[src/sv/s7b_pkg.sv]
package s7b_pkg;

  localparam int MAX_WIDTH  = 1024;
  localparam int MAX_HEIGHT = 4096;
  localparam int MIN_DIM    = 4;
  localparam int TAPS       = 7;
  localparam int HALF_TAPS  = TAPS / 2;
  localparam int RING_ROWS  = 2 * HALF_TAPS;
  localparam int LANE_W     = $clog2(RING_ROWS);
  localparam int COL_W      = $clog2(MAX_WIDTH);
  localparam int WIDTH_W    = 11;
  localparam int HEIGHT_W   = 13;
  localparam int ROW_W      = 13;
  localparam int POS_W      = $clog2(HALF_TAPS + 1);
  localparam int PIX_W      = 32;
  localparam int CH_W       = 8;
  localparam int CHANNELS   = PIX_W / CH_W;
  localparam int WT_W       = 16;
  localparam int ADDR_W     = 5;
  localparam int REG_IDX_W  = 3;
  localparam int DATA_W     = 32;

  localparam logic [WIDTH_W-1:0]  WIDTH_RESET  = WIDTH_W'(64);
  localparam logic [HEIGHT_W-1:0] HEIGHT_RESET = HEIGHT_W'(64);
  localparam logic [WT_W-1:0]     OUTER_RESET  = WT_W'(0);
  localparam logic [WT_W-1:0]     FAR_RESET    = WT_W'(10486);
  localparam logic [WT_W-1:0]     NEAR_RESET   = WT_W'(20972);
  localparam logic [WT_W-1:0]     CENTER_RESET = WT_W'(0);

  typedef enum logic [REG_IDX_W-1:0] {
    REG_FRAME_WIDTH,
    REG_FRAME_HEIGHT,
    REG_WEIGHT_OUTER,
    REG_WEIGHT_FAR,
    REG_WEIGHT_NEAR,
    REG_WEIGHT_CENTER
  } reg_idx_t;

  typedef struct packed {
    logic             req_type;
    logic [PIX_W-1:0] pixel_in;
  } pix_beat_t;

  typedef struct packed {
    logic [PIX_W-1:0] pixel_out;
    logic             frame_end;
  } res_beat_t;

  typedef logic [TAPS-1:0][PIX_W-1:0]      tap_vec_t;
  typedef logic [TAPS-1:0][WT_W-1:0]       weights_t;
  typedef logic [RING_ROWS-1:0][PIX_W-1:0] ring_word_t;

  typedef struct packed {
    logic              emit;
    logic              wr;
    logic              last;
    logic [LANE_W-1:0] ph;
    logic [COL_W-1:0]  col;
    logic [TAPS-1:0]   vmask;
  } ctl_t;

  function automatic logic [PIX_W-1:0] term32(input logic [PIX_W-1:0] p,
                                              input logic [WT_W-1:0] wt);
    logic [PIX_W-1:0]     r;
    logic [CH_W+WT_W-1:0] prod;
    r = '0;
    for (int ch = 0; ch < CHANNELS; ch++) begin
      prod = (CH_W + WT_W)'(p[CH_W*ch +: CH_W]) * (CH_W + WT_W)'(wt);
      r[CH_W*ch +: CH_W] = prod[CH_W+WT_W-1:WT_W];
    end
    return r;
  endfunction

  function automatic logic [PIX_W-1:0] add32(input logic [PIX_W-1:0] a,
                                             input logic [PIX_W-1:0] b);
    logic [PIX_W-1:0] r;
    r = '0;
    for (int ch = 0; ch < CHANNELS; ch++) begin
      r[CH_W*ch +: CH_W] = a[CH_W*ch +: CH_W] + b[CH_W*ch +: CH_W];
    end
    return r;
  endfunction

  function automatic logic [LANE_W-1:0] ring_lane(input logic [LANE_W-1:0] ph,
                                                  input logic [LANE_W-1:0] k);
    logic [LANE_W:0] s;
    s = {1'b0, ph} + {1'b0, k};
    if (s >= (LANE_W + 1)'(RING_ROWS)) begin
      s = s - (LANE_W + 1)'(RING_ROWS);
    end
    return s[LANE_W-1:0];
  endfunction

endpackage

[src/sv/s7b_scan.sv]
module s7b_scan (
  input  logic                           clk,
  input  logic                           rst,
  input  logic                           load,
  input  logic [s7b_pkg::WIDTH_W-1:0]    width,
  input  logic [s7b_pkg::HEIGHT_W-1:0]   height,
  output logic [s7b_pkg::COL_W-1:0]      col,
  output logic                           restart,
  output s7b_pkg::ctl_t                  ctl1
);

  localparam int XR_W = s7b_pkg::ROW_W + 1;

  logic [s7b_pkg::POS_W-1:0]  pos;
  logic [s7b_pkg::ROW_W-1:0]  row;
  logic [s7b_pkg::LANE_W-1:0] ph;

  logic              live;
  logic              col_end;
  logic              row_done;
  logic [XR_W-1:0]   rowx;
  logic [XR_W-1:0]   hx;
  s7b_pkg::ctl_t     ctl_next;

  always_comb begin
    live     = (pos == s7b_pkg::POS_W'(s7b_pkg::HALF_TAPS));
    rowx     = {1'b0, row};
    hx       = XR_W'(height);
    col_end  = ({1'b0, col} + s7b_pkg::WIDTH_W'(1)) >= width;
    row_done = rowx >= hx + XR_W'(s7b_pkg::HALF_TAPS - 1);
    restart  = load && live && col_end && row_done;

    ctl_next.col  = col;
    ctl_next.ph   = ph;
    ctl_next.wr   = live && (rowx < hx);
    ctl_next.emit = live && (rowx >= XR_W'(s7b_pkg::HALF_TAPS)) &&
                    (rowx < hx + XR_W'(s7b_pkg::HALF_TAPS));
    ctl_next.last = live && col_end &&
                    (rowx == hx + XR_W'(s7b_pkg::HALF_TAPS - 1));
    for (int k = 0; k < s7b_pkg::TAPS; k++) begin
      ctl_next.vmask[k] = live &&
                          (rowx + XR_W'(k) >= XR_W'(s7b_pkg::RING_ROWS)) &&
                          (rowx + XR_W'(k) < hx + XR_W'(s7b_pkg::RING_ROWS));
    end
  end

  always_ff @(posedge clk) begin
    if (rst) begin
      pos <= '0;
      col <= '0;
      row <= '0;
      ph  <= '0;
    end else if (load) begin
      if (!live) begin
        pos <= pos + s7b_pkg::POS_W'(1);
      end else if (col_end) begin
        col <= '0;
        if (row_done) begin
          row <= '0;
          ph  <= '0;
          pos <= '0;
        end else begin
          row <= row + s7b_pkg::ROW_W'(1);
          ph  <= (ph == s7b_pkg::LANE_W'(s7b_pkg::RING_ROWS - 1)) ?
                 '0 : ph + s7b_pkg::LANE_W'(1);
        end
      end else begin
        col <= col + s7b_pkg::COL_W'(1);
      end
    end
  end

  always_ff @(posedge clk) begin
    if (load) begin
      ctl1 <= ctl_next;
    end
  end

  a_ring_phase_aligned: assert property (@(posedge clk) disable iff (rst)
    (row == '0) |-> (ph == '0))
    else $error("ring phase out of step with row");

  a_priming_at_origin: assert property (@(posedge clk) disable iff (rst)
    !live |-> (row == '0 && col == '0))
    else $error("window priming away from frame origin");

endmodule

[config.mk]
export PLATFORM = sky130hd
export DESIGN_NAME = s7b_scan
export DESIGN_NICKNAME = d
export VERILOG_FILES = /design/src/sv/s7b_pkg.sv /design/src/sv/s7b_scan.sv
export SDC_FILE = /design/constraint.sdc
export NUM_CORES = 1
export LEC_CHECK = 0
export ABC_CLOCK_PERIOD_IN_PS = 5400
export BUFFER_PORTS_ARGS = -buffer_cell sky130_fd_sc_hd__buf_4
export CORE_UTILIZATION = 40
export DETAILED_ROUTE_END_ITERATION = 8
export PLACE_DENSITY_LB_ADDON = 0.25
export SYNTH_ARGS = -nofsm -noshare
export SYNTH_HDL_FRONTEND = slang
export SYNTH_SLANG_ARGS = --single-unit
[constraint.sdc]
create_clock -name clk -period 5.4 [get_ports clk]
set_input_delay 1.08 -clock clk [delete_from_list [all_inputs] [get_ports clk]]
set_output_delay 1.08 -clock clk [all_outputs]
set_load 0.02 [all_outputs]
==> impl_metrics.tcl <==
set metrics [dict create \
    outcome "finished with violations" \
    failed_checks "DRC" \
    skew_ps 7.82 \
    diodes 0 \
    synth_warnings 0 \
    clockBufferDepth 2 \
    tritoncts "yes" \
    wirelength_mm 21.8 \
    internal-power_uw 729 \
    fin_util_pct 45.9 \
    highest_layer "met4" \
    cts_buffers 5 \
    place.gp.congestion 0.915 \
    drtPass1Iterations 9 \
    grt_pass1_vias 6186 \
    die_w_um 139 \
    dp_slack_ps 978 \
    syn_to_final_growth_pct 10.9 \
    wl_met2_mm 9.65 \
    cts_max_level 2 \
    finalSetupTns_ps 0 \
    synth.distinct_cells 72 \
    ys.flop_type "dfxtp_1" \
    wire_per_inst_um 18.4 \
    dr_wl_met3_mm 1.40 \
    cts_setup_buffers 0 \
    vias_per_cell 5.77 \
    yosysTopAreaCell "ha_1" \
    antenna_found_initial 0 \
    grt.total_usage_pct 22.5 \
    synth_nets 1094 \
    arrival_ps 3710 \
    slowest_stage "a21o_1" \
    power_frac_seq_pct 38.9 \
    cp_max_fo 17 \
    required_ps 4320 \
    combPwrFrac_pct 27.0 \
    finalCritPeriodShare_pct 88.6 \
    synth.most_common_cell "ha_1" \
    crit_chain "nand3_1 -> nor3_1 -> nand3_1 -> xnor2_1 -> ha_1 -> a21o_1 -> a21oi_1 -> o41a_1 -> a21o_1 -> nor2_1 -> buf_4" \
    drive_gt1_share_pct 11.8 \
    start_util_pct 41.4 \
    reg2reg_slack_ps 1680 \
    cp_slowest_stage_delay_ps 500 \
    core_area_sq_um 18200 \
    hold_path_class "flip-flop to flip-flop" \
    criticalPathCategory "flip-flop to output port" \
    ant_nets 0 \
    p_per_area_nw_per_um2 127 \
    io_buffer_count 60 \
    max_freq_mhz 209 \
    fin_nets 1137 \
    placed_area_sq_um 8190 \
    clkTransAtPathRegs_ps 80 \
    rsz0062_at_grt "false" \
    syn-cell-area_sq_um 7530 \
    drt-initial-drc-count 714 \
    crit_path_start_kind "flip-flop" \
    root_buffer "clkbuf_16" \
    finalHoldViolCount 0 \
    clkPwrFrac_pct 34.1 \
    hold_buffers 0 \
    setup_ws_ps 613 \
    synthTopCellsByArea "ha_1 (26%), edfxtp_1 (9.2%), dfxtp_1 (7.4%)" \
    vdd_drop_max_v 0.0000973 \
    vias 6824 \
    setup_viol 0 \
    clock-sinks 51 \
    synth_top_area_share_pct 26.3 \
    path_buf_inv 1 \
    end_kind "output port" \
    grt_max_degree 31 \
    max_slew.worst_pin.slew_ps 866 \
    slew_violations 0 \
    design_area_sq_um 8350 \
    ys_seq_area_share_pct 16.6 \
    crit_family "compound AO/OA/AOI/OAI gates" \
    synth_edf_count 23 \
    globalRouteOverflowTotal 0 \
    grt_pass1_wl_mm 34.6 \
    die_area_sq_um 19400 \
    wl_met1_mm 10.4 \
    dp_hpwl_mm 16.6 \
    cts_resized 0 \
    io_pins 61 \
    synth-async-reset-ratio_pct 0 \
    insertion_delay_ps 300 \
    syn_inst 909 \
    drc 10 \
    fp.dieH_um 139 \
    swShare_pct 31.4 \
    drv_cap 0 \
    p_leak_uw 0.00402 \
    final.min_clock_period_ps 4790 \
    synth_commonest_cells "ha_1 (158), nor2_1 (79), xnor2_1 (59)" \
    ys_ff_latch 51 \
    slew_headroom_pct 40.8 \
    rows 49 \
    p_sw_uw 334 \
    synth.avg_cell_area_sq_um 8.28 \
]
==> kinds of logic after synthesis <==
| kind of cell | Yosys count | share of synthesized area, % |
|---|---|---|
| XOR/XNOR | 105 | 12.3 |
| buffers and inverters | 88 | 5.43 |
| adder cells (fa/ha/maj) | 158 | 26.3 |
| AND/OR/NAND/NOR | 311 | 21.5 |
| AO/OA/AOI/OAI | 191 | 17.3 |
| flip-flops | 51 | 16.6 |
| multiplexers | 5 | 0.665 |
==> state kept, by name, indices dropped and copies added (netlist names) <==
register  cells
pos           2
ph            3
ctl1         23
col          10
row          13
==> routing by layer <==
metal | up-vias | track usage [%]
li1 | 3410 | -
met1 | 3167 | 32.4
met2 | 221 | 35.9
met3 | 26 | 2.44
met4 | 0 | 4.80
met5 | - | 0
==> layout make-up <==
class	instances	area (sq um)
Multi-Input combinational cell	770	5870
Timing Repair Buffer	84	631
Tap cell	229	287
Inverter	40	150
Fill cell	1802	9860
Clock buffer	7	154
Clock inverter	1	8.76
Sequential cell	51	1250
==> per-stage QoR <==
| step | cells | power, uW | hold WS, ps |
|---|---|---|---|
| 2_1_floorplan | 909 | 600 | 437 |
| 3_3_place_gp | 1174 | 703 | 450 |
| 3_5_place_dp | 1174 | 706 | 461 |
| 4_1_cts | 1182 | 1070 | 473 |
| 5_1_grt | 1182 | 1120 | 525 |
| 6_report | 1182 | 1060 | 469 |
==> path summary, 6_finish.rpt <==
path / end / depth (start not counted) / startpoint
worst max-delay path: restart / 11 / col[0]
worst min-delay path: pos[1] / 2 / pos[1]
worst max register to register: ctl1[1] / 10 / row[1]
worst min register to register: pos[1] / 2 / pos[1]
==> cells in the final DEF, fill, tap and decap left out, types with 3 or more instances in the layout <==
cell / instances
nor4_1: 12
o21ai_0: 33
nand3b_1: 10
a21oi_1: 56
dfxtp_1: 28
nand2b_1: 8
and3_1: 17
mux2i_1: 5
xnor2_1: 59
a31oi_1: 6
edfxtp_1: 23
inv_1: 38
a211oi_1: 9
o31ai_1: 8
a221o_1: 4
o2111ai_1: 4
xor2_1: 45
nor2_1: 79
buf_4: 84
nand4_1: 15
or3_1: 6
a2111oi_0: 3
a21o_1: 22
o211ai_1: 10
nor3_1: 32
nor2b_1: 7
nand4b_1: 7
or2_2: 5
nand3_1: 34
and4_1: 7
nand2_1: 58
ha_1: 158
o21a_1: 10
clkbuf_16: 6
==> power groups by stage <==
stage	clock network, uW	logic, uW	registers (uW)
after floorplan	0	166	434
after detailed placement	0	284	422
after CTS	369	286	413
after global placement	0	281	422
after global routing	385	319	414
final	363	287	413
==> worst reg2reg max path, delay by kind of cell, from the launching register on <==
family / cells / cell delay (ps)
AOI/OAI and AO/OA: 4 / 580
xor gates and xnor gates: 1 / 240
adders and majority gates: 2 / 760
DFF: 1 / 760
and+or+nand+nor: 3 / 1170
Power figures use the tool's default switching activity.
